**src/hw/rtl/tts_pkg.sv**
```systemverilog
// Shared types and constants for the tick task scheduler table.
// Depends on nothing; every other file in hw/rtl imports it.
`timescale 1ns / 1ps

package tts_pkg;

    // Table size; slot numbers are three bits wide, so at most eight slots are live.
    localparam int SLOTS   = 8;
    localparam int TABLE_N = (SLOTS > 8) ? 8 : SLOTS;
    localparam int IDX_W   = (TABLE_N > 1) ? $clog2(TABLE_N) : 1;

    localparam int CMD_W    = 2;
    localparam int RUNS_W   = 16;
    localparam int PERIOD_W = 15;
    localparam int KIND_W   = 3;
    localparam int SLOT_W   = 3;

    localparam logic signed [RUNS_W-1:0] RUNS_FOREVER = -16'sd1;

    typedef enum logic [CMD_W-1:0] {
        CMD_TICK   = 2'd0,
        CMD_ADD    = 2'd1,
        CMD_REMOVE = 2'd2
    } cmd_t;

    typedef enum logic [KIND_W-1:0] {
        KIND_QUIET   = 3'd0,
        KIND_FIRED   = 3'd1,
        KIND_EXPIRED = 3'd2,
        KIND_ADDED   = 3'd3,
        KIND_FULL    = 3'd4,
        KIND_REMOVED = 3'd5
    } kind_t;

    typedef enum logic [1:0] {
        ST_IDLE  = 2'd0,
        ST_SCAN  = 2'd1,
        ST_FLUSH = 2'd2
    } state_t;

    // Outcome of visiting one occupied slot on a tick.
    typedef struct packed {
        logic                       fire;
        logic                       expire;
        logic [PERIOD_W-1:0]        count;
        logic signed [RUNS_W-1:0]   runs;
    } slot_upd_t;

endpackage

```
**src/hw/rtl/tick_task_scheduler_table_top.sv**
```systemverilog
// Top level of the tick task scheduler table: slot store, scan sequencer, result register.
// Depends on tts_pkg and tts_slot_alu.
`timescale 1ns / 1ps

// Channel   Direction  Transfer when           Payload
// command   in         cmd_valid & !cmd_stall  cmd, run_count, period_ticks, slot_id
// result    out        res_valid & !res_stall  kind, slot, last
//
// An add, a remove or an unused command gives one result.
// A tick is accepted, then visits the slots one per cycle through the shared slot
// update unit while the scan is not held, and then releases the final result.
// Reset clears the occupancy bits and the sequencer; the other slot fields are
// written by an add before they are ever read.
// A stall on the result channel holds the scan whenever a second event is found
// while the result register is still full, and holds off new commands.

module tick_task_scheduler_table_top (
    input  logic                                clk,
    input  logic                                rst_n,
    input  logic                                cmd_valid,
    output logic                                cmd_stall,
    input  logic [tts_pkg::CMD_W-1:0]           cmd,
    input  logic signed [tts_pkg::RUNS_W-1:0]   run_count,
    input  logic [tts_pkg::PERIOD_W-1:0]        period_ticks,
    input  logic [tts_pkg::SLOT_W-1:0]          slot_id,
    output logic                                res_valid,
    input  logic                                res_stall,
    output logic [tts_pkg::KIND_W-1:0]          kind,
    output logic [tts_pkg::SLOT_W-1:0]          slot,
    output logic                                last
);
    import tts_pkg::*;

    // Sequencer and scan position.
    state_t             state_reg, state_next;
    logic [IDX_W-1:0]   idx_reg, idx_next;

    // Slot table. Occupancy is reset; the payload fields are not.
    logic [TABLE_N-1:0]         used_reg, used_next;
    logic signed [RUNS_W-1:0]   runs_reg   [TABLE_N];
    logic signed [RUNS_W-1:0]   runs_next  [TABLE_N];
    logic [PERIOD_W-1:0]        period_reg [TABLE_N];
    logic [PERIOD_W-1:0]        period_next[TABLE_N];
    logic [PERIOD_W-1:0]        count_reg  [TABLE_N];
    logic [PERIOD_W-1:0]        count_next [TABLE_N];

    // An event found during the scan is held back here until we know whether it
    // is the last one, so that its last flag can be set correctly.
    logic               pend_valid_reg, pend_valid_next;
    kind_t              pend_kind_reg, pend_kind_next;
    logic [SLOT_W-1:0]  pend_slot_reg, pend_slot_next;

    // Result register.
    logic               res_valid_reg, res_valid_next;
    kind_t              kind_reg, kind_next;
    logic [SLOT_W-1:0]  slot_reg, slot_next;
    logic               last_reg, last_next;

    logic               out_free;
    logic               any_free;
    logic [IDX_W-1:0]   free_idx;
    logic               event_found;
    slot_upd_t          upd;

    // One update unit serves every slot, one slot per cycle while the scan is not held.
    tts_slot_alu u_alu (
        .runs   (runs_reg[idx_reg]),
        .count  (count_reg[idx_reg]),
        .period (period_reg[idx_reg]),
        .upd    (upd)
    );

    // Lowest free slot, for an add.
    always_comb
    begin
        any_free = 1'b0;
        free_idx = '0;
        for (int i = TABLE_N - 1; i >= 0; i--)
        begin
            if (!used_reg[i])
            begin
                any_free = 1'b1;
                free_idx = IDX_W'(i);
            end
        end
    end

    always_comb
    begin
        state_next      = state_reg;
        idx_next        = idx_reg;
        used_next       = used_reg;
        runs_next       = runs_reg;
        period_next     = period_reg;
        count_next      = count_reg;
        pend_valid_next = pend_valid_reg;
        pend_kind_next  = pend_kind_reg;
        pend_slot_next  = pend_slot_reg;
        res_valid_next  = res_valid_reg;
        kind_next       = kind_reg;
        slot_next       = slot_reg;
        last_next       = last_reg;

        // The result register can take a new result if it is empty or is being
        // emptied by a transfer at this edge.
        out_free = !res_valid_reg || !res_stall;
        if (res_valid_reg && !res_stall)
        begin
            res_valid_next = 1'b0;
        end

        cmd_stall   = !((state_reg == ST_IDLE) && out_free);
        event_found = used_reg[idx_reg] && (upd.fire || upd.expire);

        case (state_reg)
            ST_IDLE:
            begin
                if (cmd_valid && out_free)
                begin
                    res_valid_next = 1'b1;
                    last_next      = 1'b1;
                    kind_next      = KIND_QUIET;
                    slot_next      = '0;
                    case (cmd)
                        CMD_TICK:
                        begin
                            res_valid_next  = res_valid_reg && res_stall;
                            state_next      = ST_SCAN;
                            idx_next        = '0;
                            pend_valid_next = 1'b0;
                        end
                        CMD_ADD:
                        begin
                            if (any_free)
                            begin
                                used_next[free_idx]   = 1'b1;
                                runs_next[free_idx]   = run_count;
                                period_next[free_idx] = period_ticks;
                                count_next[free_idx]  = '0;
                                kind_next             = KIND_ADDED;
                                slot_next             = SLOT_W'(free_idx);
                            end
                            else
                            begin
                                kind_next = KIND_FULL;
                            end
                        end
                        CMD_REMOVE:
                        begin
                            if (32'(slot_id) < TABLE_N)
                            begin
                                used_next[slot_id[IDX_W-1:0]] = 1'b0;
                            end
                            kind_next = KIND_REMOVED;
                            slot_next = slot_id;
                        end
                        default:
                        begin
                            kind_next = KIND_QUIET;
                        end
                    endcase
                end
            end

            ST_SCAN:
            begin
                // Hold the slot when a held event must move out but cannot.
                if (!(event_found && pend_valid_reg && !out_free))
                begin
                    if (used_reg[idx_reg])
                    begin
                        if (upd.expire)
                        begin
                            used_next[idx_reg] = 1'b0;
                        end
                        else
                        begin
                            count_next[idx_reg] = upd.count;
                            runs_next[idx_reg]  = upd.runs;
                        end
                    end
                    if (event_found)
                    begin
                        if (pend_valid_reg)
                        begin
                            res_valid_next = 1'b1;
                            kind_next      = pend_kind_reg;
                            slot_next      = pend_slot_reg;
                            last_next      = 1'b0;
                        end
                        pend_valid_next = 1'b1;
                        pend_kind_next  = upd.expire ? KIND_EXPIRED : KIND_FIRED;
                        pend_slot_next  = SLOT_W'(idx_reg);
                    end
                    if (idx_reg == IDX_W'(TABLE_N - 1))
                    begin
                        state_next = ST_FLUSH;
                    end
                    else
                    begin
                        idx_next = idx_reg + 1'b1;
                    end
                end
            end

            ST_FLUSH:
            begin
                if (out_free)
                begin
                    res_valid_next  = 1'b1;
                    last_next       = 1'b1;
                    pend_valid_next = 1'b0;
                    if (pend_valid_reg)
                    begin
                        kind_next = pend_kind_reg;
                        slot_next = pend_slot_reg;
                    end
                    else
                    begin
                        kind_next = KIND_QUIET;
                        slot_next = '0;
                    end
                    state_next = ST_IDLE;
                end
            end

            default:
            begin
                state_next = ST_IDLE;
            end
        endcase
    end

    always_ff @(posedge clk or negedge rst_n)
    begin
        if (!rst_n)
        begin
            state_reg      <= ST_IDLE;
            idx_reg        <= '0;
            used_reg       <= '0;
            pend_valid_reg <= 1'b0;
            res_valid_reg  <= 1'b0;
        end
        else
        begin
            state_reg      <= state_next;
            idx_reg        <= idx_next;
            used_reg       <= used_next;
            pend_valid_reg <= pend_valid_next;
            res_valid_reg  <= res_valid_next;
        end
    end

    always_ff @(posedge clk)
    begin
        runs_reg      <= runs_next;
        period_reg    <= period_next;
        count_reg     <= count_next;
        pend_kind_reg <= pend_kind_next;
        pend_slot_reg <= pend_slot_next;
        kind_reg      <= kind_next;
        slot_reg      <= slot_next;
        last_reg      <= last_next;
    end

    assign res_valid = res_valid_reg;
    assign kind      = kind_reg;
    assign slot      = slot_reg;
    assign last      = last_reg;

endmodule

```
**src/hw/rtl/tts_slot_alu.sv**
```systemverilog
// Shared slot update unit: decides fire or expiry for one slot and its new counters.
// Depends on tts_pkg.
`timescale 1ns / 1ps

module tts_slot_alu (
    input  logic signed [tts_pkg::RUNS_W-1:0]   runs,
    input  logic [tts_pkg::PERIOD_W-1:0]        count,
    input  logic [tts_pkg::PERIOD_W-1:0]        period,
    output tts_pkg::slot_upd_t                  upd
);
    import tts_pkg::*;

    logic active;
    logic positive;

    always_comb
    begin
        positive   = (runs > 0);
        active     = positive || (runs == RUNS_FOREVER);
        upd.expire = !active;
        upd.fire   = active && (count == period);
        if (upd.fire)
        begin
            upd.count = '0;
        end
        else
        begin
            upd.count = count + 1'b1;
        end
        if (upd.fire && positive)
        begin
            upd.runs = runs - 16'sd1;
        end
        else
        begin
            upd.runs = runs;
        end
    end

endmodule

```
**config.mk**
```make
export PLATFORM = sky130hd
export DESIGN_NAME = tick_task_scheduler_table_top
export DESIGN_NICKNAME = d
export VERILOG_FILES = /design/src/hw/rtl/tts_pkg.sv /design/src/hw/rtl/tick_task_scheduler_table_top.sv /design/src/hw/rtl/tts_slot_alu.sv
export SDC_FILE = /design/constraint.sdc
export NUM_CORES = 1
export LEC_CHECK = 0
export CAP_MARGIN = 25
export CORE_MARGIN = 10
export CORE_UTILIZATION = 40
export DETAILED_ROUTE_END_ITERATION = 8
export DONT_BUFFER_PORTS = 1
export PLACE_DENSITY_LB_ADDON = 0.1
export SYNTH_ARGS = -nofsm -noshare
export SYNTH_HDL_FRONTEND = slang
export SYNTH_SLANG_ARGS = --single-unit
export TNS_END_PERCENT = 100
```
**constraint.sdc**
```tcl
create_clock -name clk -period 5.75 [get_ports clk]
set_clock_uncertainty 0.1 [all_clocks]
set_input_delay 0.575 -clock clk [delete_from_list [all_inputs] [get_ports clk]]
set_output_delay 0.575 -clock clk [all_outputs]
set_load 0.01 [all_outputs]
```
==> implementation parameters, run 1 <==
Parameter                              Value

Drt
  Met3 wire len ... 4960 um
  Drc violations ... 0
  Total Wirelength ... about 66,000 um
  DR vias ... 13,573
  Met1 WL ... approximately 27,000 um
  Highest routed layer ... met4
  Number of nets with antenna violations after detailed routing ... 0
  First-iteration detailed-routing DRC count ... 1,444
  Number of iterations in the first detailed-routing pass ... 5
  Per-cell routed wire length ... 29.3 um
  Vias per std cell ... around 6.1
  Met2 wire length ... 31,200 um

Worst setup path
  Worst path arrival time ... 5370 ps
  Endpoint class of the critical path ... register
  Required time worst endpoint ... 5850 ps
  FF-to-FF setup slack ... 480 ps
  Kind of launch point of the worst setup path ... register
  Type of the setup path with the least slack ... register to register
  Critical path fanouts, max ... 40
  Worst path slowest cell ... dfrtp_4
  Delay contributed by the slowest stage of the critical path ... 810 ps
  Critical Path, Cell by Cell ... buf_4 > mux4_2 > mux2i_1 > xor2_1 > nor4_1 > nand4_1 > nor2_1 > o21ai_0 > or2_2 > a21oi_1

Floorplanning
  Overall die area ... 58,300 sq um
  Die Width ... around 240 um
  Die outline height ... roughly 240 um
  Num rows ... 81
  Initial core utilization ... 40.2%
  Core region area ... 48,700 sq um
  Count of pins on the block boundary ... 49

Clock network
  Number of instances resized during post-cts repair ... 0
  Clock Sinks ... 395
  Cts bufs inserted ... 44
  Clock slew seen by the registers of the worst setup and hold paths ... 60 ps
  H-Tree Level Count ... 2
  CTS tree ... done
  Clock root buffer ... clkbuf_16
  Maximum buffer depth of the clock tree ... 3
  Clock latency on the worst-skew pair ... 600 ps

Placed design
  IO buf count ... 0
  Area post-placement ... between 20,000 and 25,000 sq um
  Global placement routability congestion ... 0.881
  Post-placement setup slack ... 512 ps
  Half-perimeter wire length of the detailed placement result ... 41,100 um

Logic synthesis
  Syn avg cell area ... 13.0 sq um
  Simple-gate share of the synthesized area ... 9.11%
  Synthesized-area fraction occupied by xor and xnor cells ... 5.33%
  Compound-cell area share of the yosys netlist ... 11.8%
  Post-synthesis sequential area ratio ... 60.1%
  Number of nets in the synthesized netlist ... 1,560
  Yosys warning count ... 0
  Dominant register cell in the synthesized netlist ... edfxtp_1
  Largest family of logic cells by synthesized area ... compound AO/OA/AOI/OAI gates
  Mux cell area share after synthesis ... 10.1%
  Post-synthesis instance area ... slightly below 20,000 sq um
  Async set-or-reset flop fraction in the synthesized netlist ... 3.80%
  Number of synthesized flops with an enable pin ... 380
  Count of state elements after synthesis ... 395
  Synth Area in Adders ... 0.829%
  Gate Count Post-Synth ... 1,507
  Post-synth cell types ... roughly 70

Layout
  Share of cells above drive strength 1 ... 16.2%
  Final net count ... 1,594
  Diode insertion count for antenna repair ... 0
  Area added between synthesis and finish ... 13.1%
  Final design area excluding fillers ... 22,200 sq um
  Flip-flop count of the largest register, all copies and words added ... 128

Power and ir drop
  Total net switching power ... 4.85 mW
  Leak ... 7.42 nW
  Cell Int Power ... 7.02 mW
  Share of total power in the clock network ... 23.0%
  Comb power frac ... 41.4%
  Switching fraction of total power ... 40.9%
  Worst voltage drop across the vdd grid ... around 0.29 mV
  Power density over the cells ... around 540 nW/um^2
  Sequential share of power ... 35.5%

STA
  Final period utilization ... around nine tenths
  Final WS setup ... slightly below 500 ps
  Highest clock frequency the design can meet ... 0.190 GHz
  Setup TNS ... 0 ps
  Tightest slew margin relative to the limit ... 30.9%
  Unrepaired setup endpoints after global routing ... false
  Number of hold violations in the final report ... 0
  Min cycle time layout ... 5270 ps
  Worst hold slack across all endpoints ... 91.8 ps
  Final number of setup-violating endpoints ... 0
  Slew at the pin closest to its max-slew limit ... 1030 ps
  Final Max Tran Viols ... 0

GRT
  Initial antenna violation count ... 0
  Global route total overflow ... 0
  Wire length of the first global-routing pass ... 94,800 um
  Vias in the first global route ... about 14,000
  All-layer global routing usage ... 22.5%
  Largest net degree at the start of global routing ... 47

Worst hold path
  Classification of the worst-slack hold path ... input pin to register

Run
  Total of max-cap violations ... 0

Run status
  Status ... finished, final reports clean
cell type report:
cell class	count	area, sq um
tap	664	831
clock buffer	54	1180
fill	4415	26600
timing repair buffer	84	718
inverter	20	75.1
multi-input combinational	996	7400
sequential	395	11800
clock inverter	27	190
stage by stage:
stage / util (%) / instances / total power, mW
CTS: 45.5 / 2239 / 11.9
global placement: 42.3 / 2140 / 9.06
global route: 45.5 / 2240 / 12.4
floorplan: - / 1507 / 7.31
detailed placement: 42.3 / 2142 / 9.12
finish: 45.5 / 2240 / 11.9
per-layer routing:
metal  up-vias  GRT usage [%]
met5         -              0
met4         0           7.98
met3       133           3.65
met2       623           36.7
met1      6883           30.0
li1       5934              -
path summary, 6_finish.rpt:
| path | depth (start not counted) | end | startpoint |
|---|---|---|---|
| worst max-delay path | 10 | slot[2]$_DFFE_PP_ | idx_reg[2]$_DFFE_PN0P_ |
| worst min-delay path | 2 | runs_reg[27]$_DFFE_PP_ | run_count[11] |
| worst max register to register | 10 | slot[2]$_DFFE_PP_ | idx_reg[2]$_DFFE_PN0P_ |
| worst min register to register | 2 | count_reg[42]$_DFFE_PP_ | count_reg[42]$_DFFE_PP_ |
| max in group asynchronous | 1 | idx_reg[2]$_DFFE_PN0P_ | rst_n |
| min in group asynchronous | 1 | used_reg[0]$_DFFE_PN0P_ | rst_n |
cells by family after synthesis:
kind of cell	count (synthesis)
multiplexers	116
AND/OR/NAND/NOR	384
adder cells (fa/ha/maj)	13
flip-flops	395
AO/OA/AOI/OAI	367
buffers and inverters	116
XOR/XNOR	116
synth_stat cells, types with 12 or more instances:
library cell	number	share of area, %
a21oi_1	33	0.84
a22o_1	37	1.7
buf_2	13	0.33
clkbuf_1	63	1.2
dfrtp_1	15	1.9
edfxtp_1	380	58
ha_1	13	0.83
inv_1	19	0.36
mux2i_1	41	2.1
mux4_2	63	7.2
nand2_1	194	3.7
nand3_1	28	0.71
nand4_1	15	0.48
nor2_1	65	1.2
nor3_1	12	0.31
o21ai_0	119	3.0
o22ai_1	120	3.8
xnor2_1	65	2.9
xor2_1	47	2.1
cell usage in the layout, fill, tap and decap left out, drive strengths merged, types with 7 or more instances in the layout:
cell type    instances
inv                 20
a21oi               33
nand3b               7
nor2                65
mux2i               42
mux4                64
a22o                37
o22ai              120
nand2              196
dfrtp               15
nor3                13
mux2                10
xor2                47
a31oi                9
nand3               29
clkinv              23
o21ai              124
nand4               15
xnor2               69
ha                  13
and3                 8
buf                 68
nor4                 7
edfxtp             380
dlygate4sd3         16
clkbuf              54
and2                11
critical path, delay by kind of cell, from the launching register on:
family	cells	cell delay [ps]
AOI/OAI and AO/OA	2	860
xor gates and xnor gates	1	130
buffers and inverters	1	370
DFF	1	810
muxes	2	840
and+or+nand+nor	4	1760
power by group through the flow:
stage | clock, mW | combinational [mW] | sequential (mW)
after floorplan | 0 | 3.24 | 4.06
after global placement | 0 | 4.78 | 4.27
after detailed placement | 0 | 4.84 | 4.28
after CTS | 2.78 | 4.87 | 4.22
after global routing | 2.89 | 5.25 | 4.27
final | 2.74 | 4.92 | 4.22
timing repair:
action                    CTS  global route
hold buffers               16             0
hold endpoints to repair  135             0
setup buffers               0             0
No activity file was read; power rests on OpenSTA's default activity.
==> run 2: changes to the inputs <==
--- a/config.mk
+++ b/config.mk
@@ -6,6 +6,7 @@
 export NUM_CORES = 1
 export LEC_CHECK = 0
 export CAP_MARGIN = 25
+export CORE_ASPECT_RATIO = 0.8
 export CORE_MARGIN = 10
 export CORE_UTILIZATION = 40
 export DETAILED_ROUTE_END_ITERATION = 8
==> implementation parameters, run 2 (synthesis results as in run 1) <==
Parameter                              Value

Run status
  Status ... finished, final reports clean

Floorplanning
  Count of pins on the block boundary ... 49 (unchanged)
  Overall die area ... 58,400 sq um (about the same)
  Num rows ... 72 (-11%)
  Die outline height ... 218 um (-9.7%)
  Initial core utilization ... 40.5% (+0.23 points)
  Core region area ... 48,500 sq um (-0.58%)
  Die Width ... 268 um (+11%)

Clock network
  Clock slew seen by the registers of the worst setup and hold paths ... 60 ps (about the same)
  Maximum buffer depth of the clock tree ... 3 (unchanged)
  Clock latency on the worst-skew pair ... 580 ps (-20 ps)
  Post-CTS setup repair buffer count ... 0 (unchanged)
  Clock root buffer ... clkbuf_16
  H-Tree Level Count ... 2 (unchanged)
  Cts bufs inserted ... 42 (-4.5%)
  CTS tree ... done
  Clock Sinks ... 395 (unchanged)

Placed design
  IO buf count ... 0 (unchanged)
  Global placement routability congestion ... 0.876 (-0.52%)
  Half-perimeter wire length of the detailed placement result ... 42,800 um (+4.1%)

GRT
  Wire length of the first global-routing pass ... 95,600 um (+0.93%)
  Initial antenna violation count ... 1 (+1)
  Largest net degree at the start of global routing ... 52 (+11%)
  All-layer global routing usage ... 22.5% (about the same)
  Vias in the first global route ... 13,393 (-0.87%)
  Global route total overflow ... 0 (unchanged)

Layout
  Most common library cell in the layout ignoring fill and taps ... edfxtp_1
  Most frequent cells in the layout ... 380 x edfxtp_1, 193 x nand2_1, 120 x o22ai_1, 119 x o21ai_0, 65 x xnor2_1
  Share of cells above drive strength 1 ... 15.7% (-0.54 points)
  Area added between synthesis and finish ... 12.4%
  Number of inserted filler cells in the final layout ... 4,371 (-1.0%)
  Flip-flop count of the largest register, all copies and words added ... 128 (unchanged)
  Final net count ... 1,592 (-0.13%)

Drt
  Number of nets with antenna violations after detailed routing ... 0 (unchanged)
  First-iteration detailed-routing DRC count ... 1,647 (+14%)
  DR vias ... 13,748 (+1.3%)
  Total Wirelength ... 66,200 um (+0.80%)
  Per-cell routed wire length ... 30.1 um (+2.8%)
  Drc violations ... 0 (unchanged)
  Number of iterations in the first detailed-routing pass ... 5 (unchanged)
  Vias per std cell ... 6.26 (+3.3%)

Worst hold path
  Classification of the worst-slack hold path ... input pin to register

STA
  Unrepaired setup endpoints after global routing ... false
  Final period utilization ... 90.3% (-1.4 points)
  Tightest slew margin relative to the limit ... 25.8% (-5.1 points)
  Min cycle time layout ... 5190 ps (-79.9 ps)
  Number of hold violations in the final report ... 0 (unchanged)
  Setup TNS ... 0 ps (unchanged)
  Final number of setup-violating endpoints ... 0 (unchanged)
  Highest clock frequency the design can meet ... 0.193 GHz (+1.5%)
  Worst hold slack across all endpoints ... 93.9 ps (+2.10 ps)
  Slew at the pin closest to its max-slew limit ... 1110 ps (+79.2 ps)
  Final Max Tran Viols ... 0 (unchanged)

Worst setup path
  Type of the setup path with the least slack ... register to register
  Kind of launch point of the worst setup path ... register
  Critical path fanouts, max ... 33 (-18%)
  Endpoint class of the critical path ... register
  Required time worst endpoint ... 5930 ps (+80 ps)
  Worst path arrival time ... 5370 ps (about the same)

Run
  Total of max-cap violations ... 0 (unchanged)

Power and ir drop
  Worst voltage drop across the vdd grid ... 0.211 mV (-27%)
  Leak ... 7.37 nW (-0.66%)
  Power density over the cells ... 537 nW/um^2 (+0.31%)
==> run 2: changes by cell type in the layout (fill, tap and decap cells not counted), sizes merged <==
cell | previous run | this run
bufinv | 2 | 3
clkinvlp | 2 | 0
inv | 20 | 21
clkinv | 23 | 15
clkbuf | 54 | 53
diode | 0 | 1
==> run 2: cell type report <==
cell class	instances	area [sq um]	area share, %
multi-input combinational	996	7400	33.5
sequential	395	11800	53.5
antenna	1	2.50	0.0113
timing repair buffer	84	718	3.26
tap	629	787	3.57
clock inverter	19	164	0.743
inverter	20	75.1	0.340
clock buffer	53	1110	5.05
==> run 2: layer usage <==
layer  global-route usage (%)  share of wire (%)
met1                     33.0                 44
met5                        0                  0
met4                     5.28                1.7
met3                     7.11                 12
met2                     31.8                 42
==> run 2: path summary, 6_finish.rpt <==
| kind | startpoint | to | slack, ps | depth (start not counted) |
|---|---|---|---|---|
| setup reg to reg | idx_reg[2]$_DFFE_PN0P_ | runs_reg[27]$_DFFE_PP_ | 560 | 10 |
| setup / recovery | idx_reg[2]$_DFFE_PN0P_ | runs_reg[27]$_DFFE_PP_ | 560 | 10 |
| max in group asynchronous | rst_n | idx_reg[2]$_DFFE_PN0P_ | 4420 | 1 |
| min in group asynchronous | rst_n | state_reg[1]$_DFFE_PN0P_ | 480 | 1 |
| hold / removal | run_count[6] | runs_reg[22]$_DFFE_PP_ | 90 | 2 |
| hold reg to reg | pend_slot_reg[1]$_DFFE_PP_ | slot[1]$_DFFE_PP_ | 440 | 2 |
==> run 2: where the power goes <==
part	internal (mW)	switching [mW]	leakage [nW]
clock	1.50	1.14	0.629
sequential	3.83	0.380	3.74
combinational	1.65	3.35	2.99
total	6.98	4.87	7.37
==> run 2: timing repair <==
item / CTS / global route
hold buffers: 16 / 0
hold endpoints to repair: 135 / 0
resized for setup: 0 / 0
==> run 2: stage by stage <==
| step | instance area (sq um) | utilization (%) | cells | setup slack (ps) | total power [mW] |
|---|---|---|---|---|---|
| after floorplan | 19600 | - | 1507 | 162 | 7.31 |
| after global placement | 20600 | 42.4 | 2105 | 740 | 9.07 |
| after detailed placement | 20600 | 42.5 | 2107 | 692 | 9.12 |
| after CTS | 22000 | 45.4 | 2195 | 677 | 11.8 |
| after global routing | 22100 | 45.5 | 2196 | 320 | 12.4 |
| final | 22100 | 45.5 | 2197 | 560 | 11.8 |
==> run 2: critical path: stages, from the launching register on <==
cell and delay (ps):
dfrtp_4 740, buf_4 420, nand2b_1 420, o22ai_1 170, a221oi_1 640, xnor2_1 210
or4_4 560, nor3_4 570, nand4_1 200, xnor2_1 640, o21ai_0 200
==> run 3: changes to the inputs <==
--- a/config.mk
+++ b/config.mk
@@ -14,5 +14,6 @@
 export PLACE_DENSITY_LB_ADDON = 0.1
 export SYNTH_ARGS = -nofsm -noshare
 export SYNTH_HDL_FRONTEND = slang
+export SYNTH_HIERARCHICAL = 1
 export SYNTH_SLANG_ARGS = --single-unit
 export TNS_END_PERCENT = 100
==> implementation parameters, run 3 <==
Parameter                              Value

Worst setup path
  Critical path fanouts, max ... 21 (-36%)
  Critical Path, Cell by Cell ... clkinv_1 > buf_4 > nor2_2 > buf_4 > a221oi_1 > o21ai_0 > or4_4 > and4b_2 > o21a_2 > buf_4 > nor2b_1 > or2_2 > nand3_1 > o21ai_0 > a211o_2 > buf_12 > a21oi_2
  Endpoint class of the critical path ... register
  Kind of launch point of the worst setup path ... register
  Crit path top cell by count ... buf_4
  Delay contributed by the slowest stage of the critical path ... 760 ps (+20 ps)
  Type of the setup path with the least slack ... register to register
  Required time worst endpoint ... 5840 ps (-90 ps)
  Worst path slowest cell ... a21oi_2
  Worst path arrival time ... 5680 ps (+310 ps)

Drt
  Total Wirelength ... 68,800 um (+3.9%)
  DR vias ... 14,759 (+7.4%)
  First-iteration detailed-routing DRC count ... 1,942 (+18%)
  Number of iterations in the first detailed-routing pass ... 8 (+3)
  Drc violations ... 0 (unchanged)
  Number of nets with antenna violations after detailed routing ... 0 (unchanged)
  Vias per std cell ... 6.49 (+3.8%)
  Per-cell routed wire length ... 30.2 um (+0.46%)

Floorplanning
  Die Width ... 265 um (-1.0%)
  Count of pins on the block boundary ... 49 (unchanged)
  Overall die area ... 57,200 sq um (-2.1%)
  Initial core utilization ... 40.7% (+0.18 points)
  Num rows ... 71 (-1.4%)
  Die outline height ... 216 um (-1.0%)
  Core region area ... 47,200 sq um (-2.7%)

Logic synthesis
  Number of synthesized flops with an enable pin ... 380 (unchanged)
  Number of nets in the synthesized netlist ... 1,640 (+5.1%)
  Yosys warning count ... 6 (+6)
  Top cell type's share of synthesized area ... 59.5% (+1.3 points)
  Post-synthesis instance area ... 19,200 sq um (-2.2%)
  Post-synth cell types ... 74 (+4.2%)
  Synth top area cells ... edfxtp_1 60%, o22ai_1 6.9%, nand2_1 3.9%, a22o_1 2.7%, mux2_2 2.1%
  Top-count cell post-synth ... edfxtp_1
  Async set-or-reset flop fraction in the synthesized netlist ... 3.80% (unchanged)
  Leading post-synthesis cells by instance count ... 380 x edfxtp_1, 211 x o22ai_1, 201 x nand2_1, 95 x nor2_1, 86 x clkbuf_1
  Count of state elements after synthesis ... 395 (unchanged)
  Post-synthesis sequential area ratio ... 61.5% (+1.4 points)
  Dominant register cell in the synthesized netlist ... edfxtp_1
  Syn avg cell area ... 12.1 sq um (-7.2%)
  Post-synth top area cell ... edfxtp_1
  Gate Count Post-Synth ... 1,588 (+5.4%)

GRT
  All-layer global routing usage ... 23.1% (+0.64 points)
  Initial antenna violation count ... 1 (unchanged)
  Vias in the first global route ... 14,152 (+5.7%)
  Wire length of the first global-routing pass ... 99,100 um (+3.6%)
  Largest net degree at the start of global routing ... 89 (+71%)
  Global route total overflow ... 0 (unchanged)

Layout
  Final net count ... 1,673 (+5.1%)
  Flip-flop count of the largest register, all copies and words added ... 128 (unchanged)
  Area added between synthesis and finish ... 14.9%
  Share of cells above drive strength 1 ... 15.9% (+0.21 points)
  Flip-flop and latch area ... 11,800 sq um (unchanged)
  Most frequent cells in the layout ... 380 x edfxtp_1, 211 x o22ai_1, 201 x nand2_1, 91 x buf_4, 80 x nor2_1
  Most common library cell in the layout ignoring fill and taps ... edfxtp_1
  Combined area of the multi-input logic cells ... 6890 sq um (-6.9%)
  Diode insertion count for antenna repair ... 0 (-1)
  Number of inserted filler cells in the final layout ... 4,220 (-3.5%)

Worst hold path
  Classification of the worst-slack hold path ... input pin to register

STA
  Final period utilization ... 97.2% (+7.0 points)
  Unrepaired setup endpoints after global routing ... true
  Final number of setup-violating endpoints ... 0 (unchanged)
  Min cycle time layout ... 5590 ps (+401 ps)
  Number of hold violations in the final report ... 0 (unchanged)
  Slew at the pin closest to its max-slew limit ... 1060 ps (-56.6 ps)
  Worst hold slack across all endpoints ... 88.2 ps (-5.60 ps)
  Setup TNS ... 0 ps (unchanged)
  Tightest slew margin relative to the limit ... 29.5% (+3.8 points)
  Highest clock frequency the design can meet ... 0.179 GHz (-7.2%)
  Final Max Tran Viols ... 0 (unchanged)

Power and ir drop
  Power density over the cells ... 611 nW/um^2 (+14%)
  Leak ... 7.16 nW (-2.8%)
  Worst voltage drop across the vdd grid ... 0.300 mV (+43%)

Placed design
  Global placement routability congestion ... 0.935 (+6.7%)
  Half-perimeter wire length of the detailed placement result ... 45,000 um (+5.3%)
  IO buf count ... 0 (unchanged)

Clock network
  Cts bufs inserted ... 42 (unchanged)
  CTS tree ... done
  Clock slew seen by the registers of the worst setup and hold paths ... 60 ps (about the same)
  Clock root buffer ... clkbuf_16
  Clock Sinks ... 395 (unchanged)
  H-Tree Level Count ... 2 (unchanged)
  Post-CTS setup repair buffer count ... 0 (unchanged)
  Maximum buffer depth of the clock tree ... 3 (unchanged)
  Clock latency on the worst-skew pair ... 580 ps (about the same)

Run status
  Status ... finished, final reports clean

Run
  Total of max-cap violations ... 0 (unchanged)
## run 3: power breakdown
part | total, mW | internal [mW] | switching (mW)
clock | 2.85 | 1.64 | 1.20
combinational | 6.48 | 2.17 | 4.31
sequential | 4.12 | 3.81 | 0.318
total | 13.5 | 7.62 | 5.83
## run 3: area by class of cell
type	instances	area share (%)
sequential	395	53.5
multi-input combinational	1043	31.3
timing repair buffer	120	4.91
clock buffer	51	4.97
tap	620	3.52
clock inverter	25	1.45
inverter	19	0.324
## run 3: critical path, delay by kind of cell, from the launching register on
family / cells / cell delay, ps
compound gates: 6 / 2100
simple gates: 6 / 1470
buf+inv: 5 / 1000
flops: 1 / 520
## run 3: cell families (layout without fill, tap and decap cells)
group,count (synthesis),after routing,synth area share [%]
fa+ha+maj,12,12,0.783
flops,395,395,61.5
buf+inv,150,215,3.36
mux,81,81,5.00
simple gates,393,393,8.96
compound gates,517,517,18.6
xor+xnor,40,40,1.83
## run 3: per-layer routing
| metal | vias up | GRT usage, % | share of wire [%] | routed length, um |
|---|---|---|---|---|
| met4 | 2 | 6.58 | 2.7 | 1830 |
| met1 | 7440 | 33.1 | 43 | 29600 |
| met2 | 841 | 34.4 | 44 | 30100 |
| met5 | - | 0 | 0.019 | 13 |
| met3 | 121 | 5.25 | 10 | 7170 |
| li1 | 6355 | - | - | - |
## run 3: timing repair
| item | 4_1_cts | 5_1_grt |
|---|---|---|
| endpoints found under the setup margin | 0 | 90 |
| hold buffers | 16 | 0 |
| hold endpoints to repair | 135 | 0 |
| gates resized for setup | 0 | 2 |
## run 3: path summary, 6_finish.rpt
kind | end | from | slack [ps] | cells past startpoint
worst max register to register | count_reg[93]$_DFFE_PP_ | idx_reg[0]$_DFFE_PN0P_ | 160 | 17
min in group asynchronous | idx_reg[2]$_DFFE_PN0P_ | rst_n | 500 | 1
worst min-delay path | res_valid$_DFF_PN0_ | res_stall | 90 | 2
max in group asynchronous | idx_reg[1]$_DFFE_PN0P_ | rst_n | 4380 | 1
worst min register to register | slot[1]$_DFFE_PP_ | pend_slot_reg[1]$_DFFE_PP_ | 430 | 1
worst max-delay path | count_reg[93]$_DFFE_PP_ | idx_reg[0]$_DFFE_PN0P_ | 160 | 17
## run 3: per-stage QoR
stage / cell area, sq um / utilization (%) / std cells / setup slack, ps / total power [mW]
floorplan: 19200 / - / 1588 / 154 / 7.89
global placement: 20200 / 42.9 / 2170 / 351 / 10.3
detailed placement: 20400 / 43.2 / 2176 / 181 / 10.4
CTS: 21900 / 46.5 / 2268 / 155 / 13.3
global route: 22000 / 46.7 / 2273 / -32.9 / 14.0
finish: 22000 / 46.7 / 2273 / 159 / 13.5
